File: src/hw/rtl/c2d_pkg.sv
// ----------------------------------------------------------------------------
// c2d_pkg
// Shared types and constants of the strided, dilated 2-D convolution engine.
// ----------------------------------------------------------------------------
package c2d_pkg;

  // Default sizes of the stores.
  localparam int DefMaxRows    = 32;
  localparam int DefMaxCols    = 32;
  localparam int DefInChannels = 8;
  localparam int DefOutChannels = 8;
  localparam int DefKernelRows = 3;
  localparam int DefKernelCols = 3;

  // Item modes.
  localparam logic [1:0] MODE_MAP    = 2'd0;
  localparam logic [1:0] MODE_WEIGHT = 2'd1;
  localparam logic [1:0] MODE_POINT  = 2'd2;
  localparam logic [1:0] MODE_UNUSED = 2'd3;

  // Configuration register indexes.
  localparam logic [2:0] REG_MAP_HEIGHT = 3'd0;
  localparam logic [2:0] REG_MAP_WIDTH  = 3'd1;
  localparam logic [2:0] REG_STRIDE_R   = 3'd2;
  localparam logic [2:0] REG_STRIDE_C   = 3'd3;
  localparam logic [2:0] REG_PAD_R      = 3'd4;
  localparam logic [2:0] REG_PAD_C      = 3'd5;
  localparam logic [2:0] REG_DIL_R      = 3'd6;
  localparam logic [2:0] REG_DIL_C      = 3'd7;

  localparam int CfgIdxW  = 3;
  localparam int CfgDataW = 6;

  typedef struct packed {
    logic [1:0]        mode;
    logic [4:0]        map_row;
    logic [4:0]        map_col;
    logic [2:0]        in_chan;
    logic [2:0]        out_chan_sel;
    logic [1:0]        kern_row;
    logic [1:0]        kern_col;
    logic signed [15:0] elem_value;
    logic [5:0]        point_row;
    logic [5:0]        point_col;
  } c2d_in_t;

  typedef struct packed {
    logic [5:0]         res_row;
    logic [5:0]         res_col;
    logic [2:0]         res_chan;
    logic signed [15:0] sum_value;
    logic               last;
  } c2d_out_t;

  typedef struct packed {
    logic [5:0] map_height;
    logic [5:0] map_width;
    logic [3:0] stride_rows;
    logic [3:0] stride_cols;
    logic [3:0] pad_rows;
    logic [3:0] pad_cols;
    logic [3:0] dilation_rows;
    logic [3:0] dilation_cols;
  } c2d_cfg_t;

  // Commands from the controller to the datapath.
  typedef struct packed {
    logic       accept;     // an input item is taken this cycle
    logic       start;      // a compute item is taken this cycle
    logic       issue;      // one kernel tap is issued this cycle
    logic       first;      // first tap of an output channel
    logic       last;       // last tap of an output channel
    logic       last_chan;  // the channel is the final one of the point
    logic [2:0] kr;
    logic [2:0] kc;
    logic [5:0] chan;
  } c2d_cmd_t;

  // Status from the datapath to the controller.
  typedef struct packed {
    logic done;       // a result is written to the output register
    logic out_busy;   // the output register holds a result
  } c2d_status_t;

endpackage

File: src/hw/rtl/c2d_ctrl.sv
// ----------------------------------------------------------------------------
// c2d_ctrl
// Controller: walks output channels and kernel taps of one compute item.
// ----------------------------------------------------------------------------
module c2d_ctrl import c2d_pkg::*; #(
  parameter int OutChannels = DefOutChannels,
  parameter int KernelRows  = DefKernelRows,
  parameter int KernelCols  = DefKernelCols
) (
  input  logic        clk_i,
  input  logic        rst_ni,
  input  logic        in_valid_i,
  input  logic [1:0]  in_mode_i,
  output logic        in_stall_o,
  input  c2d_status_t status_i,
  output c2d_cmd_t    cmd_o
);

  typedef enum logic [1:0] {
    ST_IDLE,
    ST_WAIT,
    ST_RUN,
    ST_DRAIN
  } state_e;

  state_e     state_q, state_d;
  logic [2:0] kr_q, kr_d;
  logic [2:0] kc_q, kc_d;
  logic [5:0] chan_q, chan_d;

  logic last_kr, last_kc, last_chan;

  assign last_kr   = (kr_q == 3'(KernelRows - 1));
  assign last_kc   = (kc_q == 3'(KernelCols - 1));
  assign last_chan = (chan_q == 6'(OutChannels - 1));

  // Next state and command decode.
  always_comb begin
    state_d = state_q;
    kr_d    = kr_q;
    kc_d    = kc_q;
    chan_d  = chan_q;
    cmd_o   = '0;
    cmd_o.kr        = kr_q;
    cmd_o.kc        = kc_q;
    cmd_o.chan      = chan_q;
    cmd_o.first     = (kr_q == 3'd0) && (kc_q == 3'd0);
    cmd_o.last      = last_kr && last_kc;
    cmd_o.last_chan = last_chan;
    in_stall_o = (state_q != ST_IDLE);
    case (state_q)
      ST_IDLE: begin
        cmd_o.accept = in_valid_i;
        if (in_valid_i && (in_mode_i == MODE_POINT)) begin
          cmd_o.start = 1'b1;
          chan_d  = '0;
          state_d = ST_WAIT;
        end
      end
      ST_WAIT: begin
        kr_d = '0;
        kc_d = '0;
        if (!status_i.out_busy) begin
          state_d = ST_RUN;
        end
      end
      ST_RUN: begin
        cmd_o.issue = 1'b1;
        if (last_kc) begin
          kc_d = '0;
          kr_d = kr_q + 3'd1;
          if (last_kr) begin
            state_d = ST_DRAIN;
          end
        end else begin
          kc_d = kc_q + 3'd1;
        end
      end
      ST_DRAIN: begin
        if (status_i.done) begin
          if (last_chan) begin
            state_d = ST_IDLE;
          end else begin
            chan_d  = chan_q + 6'd1;
            state_d = ST_WAIT;
          end
        end
      end
      default: begin
        state_d = ST_IDLE;
      end
    endcase
  end

  // State and counters.
  always_ff @(posedge clk_i or negedge rst_ni) begin
    if (!rst_ni) begin
      state_q <= ST_IDLE;
      kr_q    <= '0;
      kc_q    <= '0;
      chan_q  <= '0;
    end else begin
      state_q <= state_d;
      kr_q    <= kr_d;
      kc_q    <= kc_d;
      chan_q  <= chan_d;
    end
  end

endmodule

File: config.mk
export PLATFORM = sky130hd
export DESIGN_NAME = c2d_ctrl
export DESIGN_NICKNAME = d
export VERILOG_FILES = /design/src/hw/rtl/c2d_pkg.sv /design/src/hw/rtl/c2d_ctrl.sv
export SDC_FILE = /design/constraint.sdc
export NUM_CORES = 1
export LEC_CHECK = 0
export BUFFER_PORTS_ARGS = -buffer_cell sky130_fd_sc_hd__buf_2
export CAP_MARGIN = 20
export CELL_PAD_IN_SITES_DETAIL_PLACEMENT = 1
export CELL_PAD_IN_SITES_GLOBAL_PLACEMENT = 1
export CORE_MARGIN = 3
export CORE_UTILIZATION = 38
export CTS_CLUSTER_DIAMETER = 120
export CTS_CLUSTER_SIZE = 12
export DETAILED_ROUTE_END_ITERATION = 10
export PLACE_DENSITY_LB_ADDON = 0.1
export SETUP_SLACK_MARGIN = 0.5
export SLEW_MARGIN = 0
export SYNTH_ARGS = -nofsm -noshare
export SYNTH_HDL_FRONTEND = slang
export SYNTH_SLANG_ARGS = --single-unit
File: constraint.sdc
create_clock -name clk_i -period 1.9 [get_ports clk_i]
set_input_delay 0.095 -clock clk_i [delete_from_list [all_inputs] [get_ports clk_i]]
set_output_delay 0.095 -clock clk_i [all_outputs]
set_load 0.02 [all_outputs]
==> results of run 1 <==
==> repair_timing <==
| item | in CTS | in global routing |
|---|---|---|
| buffers inserted | 20 | 5 |
| pin swaps | 14 | 13 |
| hold endpoints to repair | 14 | 0 |
| hold buffers | 1 | 0 |
| endpoints found under the setup margin | 16 | 20 |
| gates resized for setup | 39 | 41 |
==> per-layer routing <==
metal / share of wire / vias to the layer above / wire length, µm / track usage
li1: - / 490 / - / -
met1: 0.40 / 596 / 1910 / 0.292
met2: 0.51 / 66 / 2410 / 0.422
met3: 0.059 / 10 / 278 / 0.0552
met4: 0.025 / 0 / 116 / 0.0712
met5: 0 / - / 0 / 0
==> worst max path at each step <==
stage,start,endpoint,slack (ps),cells after the start
after global routing,chan_q[0],cmd_o[12],140,5
after global placement,state_q[1],chan_q[0],350,5
final,chan_q[0],cmd_o[12],180,5
after CTS,chan_q[0],cmd_o[12],250,5
after detailed placement,state_q[0],chan_q[3],260,6
after floorplan,state_q[0],kr_q[0],380,6
==> cells by family after synthesis <==
logic type / Yosys count
XOR/XNOR: 1
AND/OR/NAND/NOR: 43
AO/OA/AOI/OAI: 26
flip-flops: 14
multiplexers: 2
buffers and inverters: 12
adder cells (fa/ha/maj): 8
==> synthesized netlist by cell type (all sizes together) (2+ instances only) <==
master / count
dfrtp: 14
nand2: 10
nand3: 9
o21ai: 9
ha: 8
inv: 8
a21oi: 6
nor2: 4
and2: 3
buf: 3
nor3: 3
a31oi: 2
and3b: 2
nor3b: 2
==> stage by stage <==
step | setup slack, ps | cell area [µm²] | power, µW | hold WS, ps
finish | 180 | 1670 | 2610 | 228
global route | 140 | 1670 | 2710 | 251
CTS | 247 | 1490 | 2120 | 230
detailed placement | 264 | 1140 | 1400 | 14.5
global placement | 351 | 1140 | 1350 | 15.0
floorplan | 379 | 998 | 1130 | -201
==> state kept, by name, summed over array words and instances (netlist names) <==
name,cells
chan_q,6
kc_q,3
kr_q,3
state_q,2
==> power breakdown <==
group	internal, µW	leakage [µW]	switching, µW
clock network	117	0.0000210	119
registers	378	0.000177	107
logic	829	0.000566	1060
total	1320	0.000764	1290
==> critical path, cell delays in order, from the launching register on <==
cell	delay (ps)
dfrtp_2	420
ha_4	170
nand2_4	50
or4_4	460
inv_4	80
buf_4	140
==> final cells by class <==
class / count / area, µm²
clock buffers: 4 / 36.3
inverters: 9 / 48.8
multi-input cells: 80 / 790
fillers: 235 / 626
repair buffers: 53 / 402
flip-flops and latches: 14 / 360
well taps: 28 / 35.0
==> flow_metrics.py, run 1 <==
metrics = {
    "timing": {
        "min_period_over_period": 0.905,
        "final_max_slew_viol_count": 0,
        "slew_headroom": 0.767,
        "hold_viol_final": 0,
        "fin_worst_skew_ps": 4.83,
        "worst_pin_slew_ps": 350,
        "fin_tns_setup_ps": 0,
        "period_minus_slack_ps": 1720,
        "fmax_mhz": 581,
        "rsz0062_at_grt": "yes",
        "setup_viol": 0,
    },
    "clocking": {
        "cts.clk_slew.worst_paths_ps": 100,
        "clock_path_buffers": 2,
        "htreeDepth": 1,
        "cts_sinks": 14,
        "numCtsBuffers": 3,
        "clock_latency_ps": 300,
        "tritoncts": "yes",
        "clock-root-buffer": "clkbuf_4",
    },
    "floorplanning": {
        "fp.coreArea_um2": 2300,
        "fp.dieW_um": 56.3,
        "num_rows": 17,
        "die_y_um": 56.3,
        "start_util": 0.419,
        "ioPinCount": 26,
        "die_area_um2": 3170,
    },
    "layout": {
        "layoutNonFillerInstCount": 188,
        "area_delta_synth_final_pct": 73.7,
        "final_nets": 176,
        "final_cell_mix": "24 x buf_4, 18 x buf_2, 9 x buf_6",
        "final_core_util": 0.728,
        "drive_gt1_frac": 0.675,
        "diodes": 0,
        "final_common_cell": "buf_4",
    },
    "global_route": {
        "first_global_vias": 1157,
        "grt_pass1_wl_um": 5930,
        "track_usage": 0.241,
        "antenna_found_initial": 0,
        "grt_max_degree": 15,
        "grt.overflow.total": 0,
    },
    "power": {
        "power_density_nw_per_um2": 1560,
        "irDropWorstVdd_mv": 1.22,
        "p_leak_uw": 0.000764,
    },
    "yosys": {
        "synth_top_family_by_area": "simple AND/OR/NAND/NOR gates",
        "syn_nets": 121,
        "syn-cell-area_um2": 962,
        "syn_avg_cell_area_um2": 9.08,
        "syn_inst": 106,
        "synth-xor-area-share": 0.00910,
        "synthAdderAreaFrac": 0.104,
        "async_flop_share": 1.00,
        "synth_edf_count": 0,
        "synth_top_cell_by_area": "dfrtp_1",
        "yosys_warnings": 0,
        "synth_top_area_frac": 0.364,
        "ys_types": 40,
        "synth_compound_area_frac": 0.165,
        "synth_top_cells_by_area": "dfrtp_1 36%, ha_1 10%, nand3_1 4.7%",
        "synth_ff_type": "dfrtp_1",
        "synth-simple-area-share": 0.268,
        "ys_ff_latch": 14,
        "muxShareOfSynthArea": 0.0221,
        "ys_seq_area_frac": 0.364,
    },
    "routing": {
        "ant_nets": 0,
        "finalWirelength_um": 4710,
        "route.detailed.drc": 0,
        "viasPerCell": 6.18,
        "avgRoutedWirePerCell_um": 25.1,
        "drt_iter0_drc": 70,
        "first_pass_iters": 4,
        "vias": 1162,
    },
    "critical_path": {
        "r2r_cells": 6,
        "crit_path_end_kind": "output pin",
        "rrSetupSlack_ps": 220,
        "path_class": "register to output pin",
        "r2r-end": "state_q[0]",
        "r2r-start": "chan_q[0]",
        "startpoint_type": "register",
        "crit_arrival_ps": 1620,
        "path_max_fanout": 4,
        "required_ps": 1800,
    },
    "placement": {
        "placedCellCount": 158,
        "portBuffers": 25,
        "place_congestion": 0.760,
        "dp_hpwl_um": 2090,
    },
    "run": {
        "max-cap-violations": 0,
    },
    "hold_path": {
        "hp-class": "primary input to asynchronous set/reset pin",
    },
    "run_status": {
        "status": "completed",
    },
}
Power figures use the tool's default switching activity.
==> run 2, diff against run 1 <==
--- a/config.mk
+++ b/config.mk
@@ -5,12 +5,14 @@
 export SDC_FILE = /design/constraint.sdc
 export NUM_CORES = 1
 export LEC_CHECK = 0
+export ABC_AREA = 1
 export BUFFER_PORTS_ARGS = -buffer_cell sky130_fd_sc_hd__buf_2
 export CAP_MARGIN = 20
 export CELL_PAD_IN_SITES_DETAIL_PLACEMENT = 1
 export CELL_PAD_IN_SITES_GLOBAL_PLACEMENT = 1
 export CORE_MARGIN = 3
-export CORE_UTILIZATION = 38
+export CORE_UTILIZATION = 40
+export CTS_BUF_LIST = sky130_fd_sc_hd__clkbuf_8
 export CTS_CLUSTER_DIAMETER = 120
 export CTS_CLUSTER_SIZE = 12
 export DETAILED_ROUTE_END_ITERATION = 10
==> constraint.sdc (replaced) <==
create_clock -name clk_i -period 2.1 [get_ports clk_i]
set_input_delay 0.105 -clock clk_i [delete_from_list [all_inputs] [get_ports clk_i]]
set_output_delay 0.105 -clock clk_i [all_outputs]
set_load 0.02 [all_outputs]
==> run 2 against run 1 <==
Non-clock buffer count fell by 25. Hold slack improved by 40 ps. Synthesized cell count rose by 24%. Clock power rose by 14%. Flip-flop and latch count did not move. Largest cell class unchanged. Via count fell by 19%.
==> flow_metrics.py, run 2 <==
metrics = {
    "clocking": {
        "cts.clk_slew.worst_paths_ps": 60,
        "numCtsBuffers": 3,
        "cts_sinks": 14,
        "htreeDepth": 1,
        "tritoncts": "yes",
        "clock_latency_ps": 250,
        "clock_path_buffers": 2,
        "clock-root-buffer": "clkbuf_8",
    },
    "yosys": {
        "synthTopCellsByCount": "43 x nand2_1, 19 x inv_1, 14 x dfrtp_1, 14 x nor2_1, 10 x nand3_1",
        "synth_top_area_frac": 0.373,
        "syn_inst": 131,
        "yosys_warnings": 0,
        "synth_edf_count": 0,
        "async_flop_share": 1.00,
        "ys_types": 20,
        "ys_seq_area_frac": 0.373,
        "syn_nets": 146,
        "synth_most_common_cell": "nand2_1",
        "syn-cell-area_um2": 940,
        "ys_ff_latch": 14,
        "synth_top_cell_by_area": "dfrtp_1",
        "synth_top_cells_by_area": "dfrtp_1 37%, nand2_1 17%, ha_1 11%",
        "syn_avg_cell_area_um2": 7.17,
        "synth_ff_type": "dfrtp_1",
    },
    "routing": {
        "avgRoutedWirePerCell_um": 13.8,
        "vias": 939,
        "route.detailed.drc": 0,
        "finalWirelength_um": 2600,
        "ant_nets": 0,
        "drt_iter0_drc": 8,
        "first_pass_iters": 4,
        "viasPerCell": 4.97,
    },
    "critical_path": {
        "r2r-start": "state_q[0]",
        "rrSetupSlack_ps": 620,
        "path_class": "register to output pin",
        "path_max_fanout": 5,
        "crit_path_end_kind": "output pin",
        "worstPathCellList": "inv_1 -> ha_1 -> nand2_1 -> nor2_1 -> buf_2",
        "crit_arrival_ps": 1390,
        "r2r_cells": 8,
        "startpoint_type": "register",
        "required_ps": 2000,
        "cp_slowest_cell": "dfrtp_1",
        "max_stage_delay_ps": 440,
        "r2r-end": "chan_q[5]",
    },
    "power": {
        "intPower_uw": 865,
        "p_comb_frac": 0.580,
        "p_leak_uw": 0.000701,
        "irDropWorstVdd_mv": 0.908,
        "power_density_nw_per_um2": 1450,
        "pwr-share-clk": 0.157,
        "swShare": 0.495,
        "seq_power_share": 0.263,
        "power.total_uw": 1710,
        "p_sw_uw": 848,
    },
    "layout": {
        "fin_area_um2": 1180,
        "fillers": 293,
        "final_common_cell": "nand2_1",
        "diodes": 0,
        "largest_reg_flops": 6,
        "final_cell_mix": "43 x nand2_1, 25 x buf_2, 19 x inv_1",
        "reg_top3": "chan_q (6), kc_q (3), kr_q (3)",
        "area_delta_synth_final_pct": 25.8,
        "final_nets": 178,
        "drive_gt1_frac": 0.265,
        "regMostFlops": "chan_q",
    },
    "timing": {
        "fin_worst_skew_ps": 1.89,
        "min_period_over_period": 0.710,
        "period_minus_slack_ps": 1490,
        "hold_viol_final": 0,
        "final_max_slew_viol_count": 0,
        "fin_tns_setup_ps": 0,
        "rsz0062_at_grt": "no",
        "worst_pin_slew_ps": 359,
        "whs_ps": 268,
        "fmax_mhz": 671,
        "setup_viol": 0,
        "slew_headroom": 0.759,
    },
    "floorplanning": {
        "die_y_um": 54.5,
        "num_rows": 16,
        "ioPinCount": 26,
        "fp.dieW_um": 54.5,
        "fp.coreArea_um2": 2080,
        "start_util": 0.451,
        "die_area_um2": 2970,
    },
    "hold_path": {
        "holdPathEnd": "state_q[1]",
        "hp-class": "primary input to register",
        "holdCritStartpoint": "status_i[0]",
        "hold_path_depth": 5,
    },
    "placement": {
        "place_area_um2": 1090,
        "dp_hpwl_um": 2000,
        "portBuffers": 25,
        "place_congestion": 0.815,
    },
    "global_route": {
        "grt_max_degree": 15,
        "grt.overflow.total": 0,
        "antenna_found_initial": 0,
        "first_global_vias": 999,
        "track_usage": 0.214,
        "grt_pass1_wl_um": 4430,
    },
    "run_status": {
        "status": "completed",
    },
    "run": {
        "max-cap-violations": 0,
    },
}
## run 2: changes by cell type in the layout (fill, tap and decap cells not counted), sizes merged, moves of 2 or more
cell   before  now
a31oi       2    0
and3b       2    0
o21ai       9    4
nand2      10   47
nor2        4   15
and2        3    0
inv         9   21
xor2        0    2
buf        52   27
a21oi       6    1
## run 2: layout make-up
| type | instances | area (µm²) | share of cell area |
|---|---|---|---|
| repair buffers | 28 | 150 | 0.127 |
| flip-flops and latches | 14 | 352 | 0.297 |
| clock buffers | 4 | 55.1 | 0.0466 |
| well taps | 27 | 33.8 | 0.0286 |
| inverters | 21 | 78.8 | 0.0667 |
| multi-input cells | 95 | 513 | 0.434 |
## run 2: worst max path at each step
| stage | start | end | slack (ps) | depth (start not counted) |
|---|---|---|---|---|
| after global routing | state_q[0] | chan_q[4] | 450 | 8 |
| after detailed placement | state_q[0] | kr_q[1] | 530 | 4 |
| final | kr_q[0] | cmd_o[13] | 610 | 5 |
| after global placement | state_q[0] | kr_q[1] | 590 | 4 |
| after CTS | chan_q[0] | cmd_o[12] | 550 | 6 |
| after floorplan | kr_q[0] | state_q[1] | 640 | 8 |
## run 2: timing repair
| item | 4_1_cts | 5_1_grt |
|---|---|---|
| hold buffers | 1 | 0 |
| endpoints found under the hold margin | 14 | 0 |
| setup buffers | 0 | 2 |
| resized for setup | 1 | 5 |
| gates cloned | 0 | 0 |
| endpoints found under the setup margin | 1 | 11 |
## run 2: logic make-up after synthesis
logic type               after synthesis  share of synthesized area
XOR/XNOR                               2                     0.0186
AND/OR/NAND/NOR                       78                      0.368
AO/OA/AOI/OAI                          7                     0.0426
adder cells (fa/ha/maj)                8                      0.107
flip-flops                            14                      0.373
buffers and inverters                 22                     0.0919
## run 2: critical path, delay by kind of cell, from the launching register on
kind	cells	cell delay, ps
flops	1	440
buf+inv	2	300
simple gates	2	240
fa+ha+maj	1	160
## run 2: through the flow
| stage | cells | setup WS, ps | util |
|---|---|---|---|
| final | 189 | 609 | 0.568 |
| after global routing | 189 | 445 | 0.568 |
| after CTS | 187 | 553 | 0.555 |
| after detailed placement | 182 | 530 | 0.524 |
| after global placement | 182 | 592 | 0.524 |
| after floorplan | 131 | 638 | - |
## run 2: layer usage
| layer | share of wire | GRT usage | up-vias | wire length, µm |
|---|---|---|---|---|
| met1 | 0.42 | 0.238 | 453 | 1080 |
| met3 | 0.033 | 0.0409 | 4 | 86 |
| met2 | 0.53 | 0.386 | 16 | 1390 |
| met4 | 0.017 | 0.0996 | 0 | 44 |
| met5 | 0 | 0 | - | 0 |
| li1 | - | - | 466 | - |
## run 2: power by group through the flow
stage | logic [µW] | clock network [µW] | registers (µW)
after floorplan | 620 | 0 | 504
after CTS | 956 | 278 | 455
after global routing | 1140 | 295 | 467
after detailed placement | 946 | 0 | 459
final | 993 | 268 | 451
after global placement | 910 | 0 | 449
